<file path="config.mk">
export PLATFORM = sky130hd
export DESIGN_NAME = swarq_tmo
export DESIGN_NICKNAME = d
export VERILOG_FILES = /design/src/hw/rtl/swarq_pkg.sv /design/src/hw/rtl/swarq_tmo.sv
export SDC_FILE = /design/constraint.sdc
export NUM_CORES = 1
export LEC_CHECK = 0
export BUFFER_PORTS_ARGS = -buffer_cell sky130_fd_sc_hd__buf_2
export CORE_MARGIN = 1
export CORE_UTILIZATION = 50
export CTS_CLUSTER_SIZE = 12
export DETAILED_ROUTE_END_ITERATION = 10
export PLACE_DENSITY = 0.7
export SYNTH_ARGS = -nofsm -noshare
export SYNTH_HDL_FRONTEND = slang
export SYNTH_SLANG_ARGS = --single-unit
</file>
<file path="constraint.sdc">
create_clock -name clk_i -period 16.8 [get_ports clk_i]
set_input_delay 2.52 -clock clk_i [delete_from_list [all_inputs] [get_ports clk_i]]
set_output_delay 2.52 -clock clk_i [all_outputs]
set_load 0.005 [all_outputs]
</file>
<file path="src/hw/rtl/swarq_pkg.sv">
// ----------------------------------------------------------------------------
// swarq_pkg
// Shared types and constants of the window-protocol sender controller.
// ----------------------------------------------------------------------------
package swarq_pkg;

  // Largest window in packets; the advertised window field is 7 bits wide
  localparam logic [6:0] MAX_WINDOW = 7'd64;

  // Opcodes of an input transaction
  localparam logic [1:0] OP_ACK     = 2'd0;
  localparam logic [1:0] OP_TIMEOUT = 2'd1;
  localparam logic [1:0] OP_START   = 2'd2;

  // Configuration register indexes
  localparam logic [1:0] CFG_TOTAL   = 2'd0;
  localparam logic [1:0] CFG_TIMEOUT = 2'd1;
  localparam logic [1:0] CFG_WINDOW  = 2'd2;

  // Configuration reset values
  localparam logic [10:0] TOTAL_RST   = 11'd1;
  localparam logic [15:0] TIMEOUT_RST = 16'd15;
  localparam logic [6:0]  WINDOW_RST  = 7'd1;

  // floor(x / 10) = (x * RECIP_TEN) >> RECIP_SHIFT, exact for x < 2^22
  localparam logic [19:0] RECIP_TEN   = 20'd838861;
  localparam int unsigned RECIP_SHIFT = 23;

  // floor(w / 3) = (w * RECIP_THREE) >> 7, exact for w < 128
  localparam logic [12:0] RECIP_THREE = 13'd43;

  localparam logic [19:0] MUL_THIRTEEN = 20'd13;
  localparam logic [26:0] MUL_US       = 27'd1300;

  typedef struct packed {
    logic [1:0]  opcode;
    logic [9:0]  ack_number;
    logic        ack_is_ours;
    logic [31:0] now_ms;
  } item_t;

  typedef struct packed {
    logic [9:0]  send_seq;
    logic [6:0]  adv_window;
    logic [16:0] tack_ms;
    logic [26:0] timer_period_us;
    logic        last_of_burst;
    logic        transfer_done;
  } result_t;

  // Round-trip history, entry 0 is the newest
  typedef logic [2:0][31:0] hist_t;

  // Timeout unit result
  typedef struct packed {
    logic        valid;
    logic [15:0] timeout;
    logic [16:0] tack;
    logic [26:0] period;
  } tmo_res_t;

endpackage

</file>
<file path="src/hw/rtl/swarq_tmo.sv">
// ----------------------------------------------------------------------------
// swarq_tmo
// Timeout estimator: three-stage pipeline that smooths the timeout with the
// round-trip history and derives the header and timer reload values.
// ----------------------------------------------------------------------------
module swarq_tmo
  import swarq_pkg::*;
(
  input  logic        clk_i,
  input  logic        rst_ni,
  input  logic        go_i,
  input  logic [15:0] timeout_i,
  input  hist_t       hist_i,
  output tmo_res_t    res_o
);

  logic [2:0]  vld_q;
  logic [33:0] rtt_sum;
  logic [32:0] mix_sum;
  logic [15:0] tmo1_d;
  logic [15:0] tmo1_q, tmo2_q, tmo3_q;
  logic [19:0] x13_q;
  logic [26:0] per2_q, per3_q;
  logic [39:0] quot_prod;
  logic [16:0] tack_q;

  // Stage 1: ti = (ti + (2*r0 + r1 + r2) / 4) / 2, saturated to 16 bits
  always_comb begin
    rtt_sum = {1'b0, hist_i[0], 1'b0} + {2'b00, hist_i[1]} + {2'b00, hist_i[2]};
    mix_sum = {17'd0, timeout_i} + {1'b0, rtt_sum[33:2]};
    tmo1_d  = (mix_sum[32:1] > 32'd65535) ? 16'hFFFF : mix_sum[16:1];
  end

  // Stage 3 reciprocal multiply for the divide by ten
  assign quot_prod = {20'd0, x13_q} * {20'd0, RECIP_TEN};

  always_ff @(posedge clk_i or negedge rst_ni) begin
    if (!rst_ni) begin
      vld_q <= '0;
    end else begin
      vld_q <= {vld_q[1:0], go_i};
    end
  end

  always_ff @(posedge clk_i) begin
    tmo1_q <= tmo1_d;
    // Stage 2: scale by 13 and by 1300
    tmo2_q <= tmo1_q;
    x13_q  <= {4'd0, tmo1_q} * MUL_THIRTEEN;
    per2_q <= {11'd0, tmo1_q} * MUL_US;
    // Stage 3: divide the x13 value by ten
    tmo3_q <= tmo2_q;
    per3_q <= per2_q;
    tack_q <= quot_prod[RECIP_SHIFT +: 17];
  end

  assign res_o.valid   = vld_q[2];
  assign res_o.timeout = tmo3_q;
  assign res_o.tack    = tack_q;
  assign res_o.period  = per3_q;

endmodule

</file>
## After elaboration in Yosys (flattened, before gate mapping)

Cells that the tools add are included.
W data, S select, Z words.

- Output and inout bits: 61
- Bits in registers: 138
- Input bits: 115
- Logic and storage cells: 15

- Magnitude comparators: 1
- Add/sub/neg operators: 3
- $mul: 3

Operators by type and width:

| kind | count |
|---|---|
| $mul A20 B20 Y40 const B | 1 |
| $add A33 B32 Y34 | 1 |
| $add A34 B32 Y34 | 1 |
| $add A16 B32 Y33 | 1 |
| $gt A32 B16 Y1 const B | 1 |
| $mul A16 B9 Y25 const B | 1 |
| $mul A16 B4 Y20 const B | 1 |

## Longest topological paths before layout

Gate-level depths: netlist of run 1.

- Word-level depth: 4
- Mapped depth: 26
- Gate-level depth less buffers: 26

## Worst setup path before layout of run 1

Ideal clock, no wire load.

- Path kind: input-to-reg
- Start point: input hist_i[2] in the netlist's numbering
- End point: register tmo1_q[11]
- Arrival: 7.240 ns
- Stages: 24
- Required time: 16.666 ns
- Path buffers: 1
- Library setup time: 0.134 ns
- Path slack: 9.427 ns
- Path through: fa_1 -> ha_1 -> o21ai_0 -> a21oi_1 -> o21a_1 -> o21a_1 -> o21a_1 -> o21ai_0 -> nand2b_1 -> a21oi_1 -> xnor2_1 -> ha_1 -> o21ai_0 -> a21oi_1 -> o41ai_2 -> o31ai_1 -> o41ai_2 -> a211oi_1 -> nand3_1 -> xor2_1 -> o22a_1 -> nor4_4 -> buf_6 -> nand3_1

- Word-level cells in the longest chain between the ends: 4

RTL lines:

| element | RTL line | source |
|---|---|---|
| start, declared | swarq_tmo.sv:13 | `input hist_t hist_i,` |
| $add A33 B32 Y34 * | swarq_tmo.sv:29 | `rtt_sum = {1'b0, hist_i[0], 1'b0} + {2'b00, hist_i[1]} + {2'b00, hist_i[2]};` |
| $add A34 B32 Y34 * | swarq_tmo.sv:29 |  |
| $add A16 B32 Y33 * | swarq_tmo.sv:30 | `mix_sum = {17'd0, timeout_i} + {1'b0, rtt_sum[33:2]};` |
| $gt A32 B16 Y1 | swarq_tmo.sv:31 | `tmo1_d = (mix_sum[32:1] > 32'd65535) ? 16'hFFFF : mix_sum[16:1];` |
| end signal, assigned | swarq_tmo.sv:46 | `tmo1_q <= tmo1_d;` |
| end, declared | swarq_tmo.sv:21 | `logic [15:0] tmo1_q, tmo2_q, tmo3_q;` |

Every way passes the cells marked *; elsewhere a longest branch is shown, timed or not.
A chain may end at the register's enable or synchronous reset.

## Worst setup path in the final report of run 1

- Start point: input hist_i[0] in the netlist's numbering
- End point: register tmo1_q[12]

Same word-level chain as after synthesis.

==> results.toml, run 1 <==
[min_path]
worstHoldPathType = "reg -> reg"
min_from = "tmo2_q[15]"

[clock_network]
post_cts_resized = 0
clk_pin_slew_ns = 0.06
tritoncts = "built"
cts_buffer_depth = 2
clkLatencyLatePin_ns = 0.43
post_cts_buffers = 0
ctsHoldBuffers = 0
cts-root-buf = "clkbuf_16"
htree_levels = 4
cts-buffers-inserted = 17
cts.sinks = 131

[timing]
rsz0062_at_grt = "no"
worst_slew_pin_slew_ns = 0.810
max_slew_margin_pct = 45.6
fin_crit_ns = 8.20
finalHoldViolations = 0
setup_violations = 0
fmax_mhz = 122
fin_skew_ns = 0.0136
setup_tns_ns = 0
period_share_pct = 48.8
slew_viol_final = 0

[synthesis]
syn-cell-area_mm2 = 0.0164
seq_area_frac_synth_pct = 16.1
netlist_instances = 1669
avgSynthCellArea_um2 = 9.82
ys_types = 72
yosysTopAreaCellShare_pct = 26.4
synth_seq_cells = 131
synth.most_common_cell = "inv_1"
yosys_warnings = 0
synth_commonest_cells = "inv_1, ha_1, fa_1"
ys.flop_type = "dfxtp_1"
synth-async-reset-ratio_pct = 2.29
synth.area.top_cells = "ha_1, fa_1, dfxtp_1, inv_1, xnor2_1"
synth.largest_area_cell = "ha_1"
synth-edff-count = 0

[final_layout]
final_area_mm2 = 0.0183
fin_nets = 2514
area_growth_pct = 11.7
layout-drive-gt1-share_pct = 12.2
diodes = 0

[worst_setup_path]
crit_buf_inv = 1
worst-path-max-fanout = 16
start_kind = "input port"
cp-end-kind = "flop"
r2r_start = "x13_q[11]"
crit_chain = "buf_2, fa_1, and3_1, fa_1, a211oi_1, nor2_1, o21a_1, nor2_1, xnor2_1, ha_1, nand3_1, a21o_1, a32oi_1, o41ai_2, o31ai_1, o41ai_2, a211oi_1, nand3_1, xor2_1, o22a_1, nor4_4, o211ai_1"
max_stage_delay_ns = 0.76
crit_path_start = "hist_i[0]"
cp_data_required_time_ns = 17.06
crit_arrival_ns = 8.46
critical_path.top_delay_family = "compound AO/OA/AOI/OAI gates"
slowest_stage = "nor4_4"
crit_type = "in -> reg"

[route]
viasPerCell = 5.15
drt_iter0_drc = 427
drt_pass1_iterations = 5
final_antenna_net_count = 0
drc = 0
wl_per_cell_um = 15.3
wl_mm = 35.1
via_count = 11800

[grt]
antenna_found_initial = 0
grt_max_degree = 17
grt_pass1_vias = 12300
grt_pass1_wl_mm = 58.4
grt.total_usage_pct = 22.1
grt_overflow = 0

[floorplanning]
chipHeight_um = 183
io_pins = 176
dieArea_mm2 = 0.0335
die_w_um = 183
initial_utilization_pct = 51.4
rows = 65
coreArea_mm2 = 0.0319

[place]
placed_area_mm2 = 0.0177
gp_congestion = 0.943
port_buffers = 173
dp_hpwl_mm = 30.9

[power_and_ir_drop]
finalPower_mw = 1.19
ir_drop_uv = 70.5
p_leak_nw = 9.68
powerDensity_mw_per_mm2 = 65.2

[job]
drv_cap = 0

[run_status]
status = "completed"
[final timing paths]
kind	endpoint	slack, ns	depth (start not counted)
max	tmo1_q[12]	8.60	22
min	tmo3_q[15]	0.33	0
max reg2reg	tack_q[16]	9.15	26
min reg2reg	tmo3_q[15]	0.33	0
max in group asynchronous	vld_q[0]	14.82	1
min in group asynchronous	vld_q[2]	1.88	1
[per-stage QoR]
stage | hold WS, ns | cells | setup slack [ns] | utilization [%]
after floorplan | 0.310 | 1670 | 9.43 | -
after global placement | 0.311 | 2263 | 8.42 | 55.6
after detailed placement | 0.312 | 2263 | 8.27 | 55.6
after CTS | 0.326 | 2295 | 8.64 | 57.4
after global routing | 0.332 | 2295 | 8.08 | 57.4
final | 0.326 | 2295 | 8.60 | 57.4
[report_power, final]
part | internal [mW] | switching, mW
Sequential | 0.321 | 0.00193
Clock | 0.217 | 0.152
Combinational | 0.208 | 0.296
Total | 0.745 | 0.450
[logic make-up (layout without fill, tap and decap cells)]
kind of cell / after synthesis / after routing / share of synthesized area, %
AO/OA/AOI/OAI: 263 / 263 / 10.8
XOR/XNOR: 84 / 84 / 4.49
adder cells (fa/ha/maj): 552 / 552 / 51.6
buffers and inverters: 397 / 587 / 9.28
flip-flops: 131 / 131 / 16.1
multiplexers: 4 / 4 / 0.252
other: 1 / 2 / 0.0229
AND/OR/NAND/NOR: 237 / 237 / 7.50
[final cells by class]
class	count	area, um2
Sequential cell	131	2640
Multi-Input combinational cell	1142	12200
Fill cell	2862	13600
Clock inverter	13	140
Timing Repair Buffer	173	866
Tap cell	435	544
Inverter	382	1430
Clock buffer	19	453
[flip-flops by register name, indices dropped and copies added, names as in the netlist]
signal  count
tmo1_q     16
vld_q       3
x13_q      20
per2_q     22
tmo2_q     14
per3_q     23
tack_q     17
tmo3_q     16
[layout by cell type (no fill, tap or decap), drive strengths merged, types with 13 or more instances in the layout]
| cell | Yosys | routed |
|---|---|---|
| a21o | 32 | 32 |
| a21oi | 76 | 76 |
| buf | 10 | 173 |
| clkbuf | 5 | 19 |
| dfxtp | 128 | 128 |
| fa | 206 | 206 |
| ha | 346 | 346 |
| inv | 382 | 389 |
| nand2 | 48 | 48 |
| nand3 | 42 | 42 |
| nand4 | 14 | 14 |
| nor2 | 54 | 54 |
| o21a | 13 | 13 |
| o21ai | 45 | 45 |
| o21bai | 13 | 13 |
| xnor2 | 59 | 59 |
| xor2 | 25 | 25 |
[routing by layer]
layer / part of all wire, % / GRT usage (%)
met5: 0 / 0
met4: 2.5 / 6.97
met3: 3.5 / 3.00
met2: 49 / 38.0
met1: 45 / 28.5
Power figures use the tool's default switching activity.
==> inputs of run 2 (changes only) <==
--- a/config.mk
+++ b/config.mk
@@ -10,7 +10,7 @@
 export CORE_UTILIZATION = 50
 export CTS_CLUSTER_SIZE = 12
 export DETAILED_ROUTE_END_ITERATION = 10
-export PLACE_DENSITY = 0.7
+export PLACE_DENSITY = 0.72
 export SYNTH_ARGS = -nofsm -noshare
 export SYNTH_HDL_FRONTEND = slang
 export SYNTH_SLANG_ARGS = --single-unit
==> constraint.sdc (replaced) <==
create_clock -name clk_i -period 6.7 [get_ports clk_i]
set_input_delay 1.005 -clock clk_i [delete_from_list [all_inputs] [get_ports clk_i]]
set_output_delay 1.005 -clock clk_i [all_outputs]
set_load 0.005 [all_outputs]
==> results.toml, run 2 (same netlist as run 1, synthesis figures left out) <==
[timing]
finalHoldViolations = 0
period_share_pct = 97.8
setup_violations = 0
fin_crit_ns = 6.55
slew_viol_final = 0
fmax_mhz = 153
hold_slack_ns = 0.323
worst_slew_pin_slew_ns = 0.630
fin_skew_ns = 0.0192
max_slew_margin_pct = 58.0

[floorplanning]
initial_utilization_pct = 51.4
dieArea_mm2 = 0.0335
rows = 65
die_w_um = 183
chipHeight_um = 183
coreArea_mm2 = 0.0319
io_pins = 176

[power_and_ir_drop]
p_leak_nw = 9.90
powerDensity_mw_per_mm2 = 162
ir_drop_uv = 171

[clock_network]
clkLatencyLatePin_ns = 0.44
clk_pin_slew_ns = 0.07
tritoncts = "built"
cts-root-buf = "clkbuf_16"
cts_buffer_depth = 2
htree_levels = 4
cts.sinks = 131
cts-buffers-inserted = 17

[grt]
grt_max_degree = 17
grt_pass1_wl_mm = 61.2
grt.total_usage_pct = 23.3
grt_pass1_vias = 12500
grt_overflow = 0
antenna_found_initial = 0

[min_path]
worstHoldPathType = "reg -> reg"

[route]
via_count = 12100
drt_iter0_drc = 483
drc = 0
viasPerCell = 5.18
wl_per_cell_um = 16.0
final_antenna_net_count = 0
drt_pass1_iterations = 5
wl_mm = 37.5

[final_layout]
largestRegisters = "per3_q: 23 flops, per2_q: 22 flops, x13_q: 20 flops"
layout-drive-gt1-share_pct = 15.6
final_cells = 2343
largest_register_ffs = 23
n_fill_cell = 2787
mostFrequentLayoutCell = "inv_1"
diodes = 0
final_cell_mix = "inv_1, ha_1, fa_1"
area_growth_pct = 14.5
fin_nets = 2562
regMostFlops = "per3_q"

[job]
drv_cap = 0

[place]
dp_hpwl_mm = 32.5
gp_congestion = 0.945
dpl.cell_count = 2310
port_buffers = 173

[worst_setup_path]
cp-end-kind = "flop"
start_kind = "flop"
worst-path-max-fanout = 3
cp_data_required_time_ns = 7.02
crit_arrival_ns = 6.88
crit_type = "reg -> reg"

[run_status]
status = "completed"
==> run 2: cell count changes in the layout (fill, tap and decap cells not counted), sizes merged <==
cell | before | now
buf | 173 | 221
inv | 389 | 387
bufinv | 1 | 2
clkbuf | 19 | 20
clkinv | 3 | 2
clkinvlp | 2 | 3
==> run 2: through the flow <==
step                      setup TNS (ns)  power (mW)  instance area [um2]  setup slack [ns]  util [%]
after CTS                              0        3.04                18700            0.0447      58.6
after detailed placement           -1.08        2.08                18100            -0.291      56.7
after floorplan                        0        1.76                16400             0.225         -
after global placement            -0.455        2.06                18100            -0.154      56.7
after global routing              -0.121        3.24                18800           -0.0519      58.9
final                                  0        3.04                18800             0.147      58.9
==> run 2: final timing paths <==
kind	start	endpoint	slack, ns	cells past startpoint
worst max-delay path	x13_q[6]	tack_q[15]	0.15	25
worst min-delay path	tmo2_q[14]	tmo3_q[14]	0.32	0
worst max register to register	x13_q[6]	tack_q[15]	0.15	25
worst min register to register	tmo2_q[14]	tmo3_q[14]	0.32	0
max in group asynchronous	rst_ni	vld_q[1]	6.24	1
min in group asynchronous	rst_ni	vld_q[2]	0.36	1
==> run 2: layer usage <==
layer	global-route usage [%]	share of wire, %
met5	0	0
met4	6.57	2.2
met3	3.04	3.3
met2	41.1	50
met1	29.8	45
==> run 2: critical path: stages (launching register included) <==
cell       delay [ns]
dfxtp_2          0.33
ha_1             0.29
inv_1            0.06
fa_1             0.54
inv_1            0.08
fa_1             0.53
inv_1            0.05
fa_1             0.48
fa_2             0.58
inv_1            0.05
fa_1             0.52
ha_4             0.21
ha_1             0.28
and3_1           0.19
a221o_1          0.36
a21oi_2          0.18
o21ai_2          0.08
nor2_1           0.16
o2111ai_1        0.16
buf_4            0.18
o311ai_4         0.30
o211a_1          0.25
o21ai_2          0.08
o22a_1           0.23
buf_4            0.14
xor2_1           0.13
==> run 2: where the power goes <==
part | internal [mW] | switching, mW
sequential | 0.804 | 0.00478
clock | 0.574 | 0.377
combinational | 0.536 | 0.742
total | 1.91 | 1.12
==> run 2: layout make-up <==
| type | instances | area, um2 | share of cell area, % |
|---|---|---|---|
| inverters | 382 | 1430 | 7.64 |
| repair buffers | 221 | 1230 | 6.53 |
| multi-input cells | 1142 | 12300 | 65.6 |
| clock inverters | 12 | 144 | 0.767 |
| flip-flops and latches | 131 | 2650 | 14.1 |
| well taps | 435 | 544 | 2.90 |
| clock buffers | 20 | 457 | 2.43 |
==> run 2: repair_timing <==
item / 4_1_cts / 5_1_grt
endpoints found under the setup margin: 9 / 8
hold buffers: 0 / 0
buffers inserted: 0 / 1
gates resized for setup: 4 / 26
pin swaps: 0 / 13
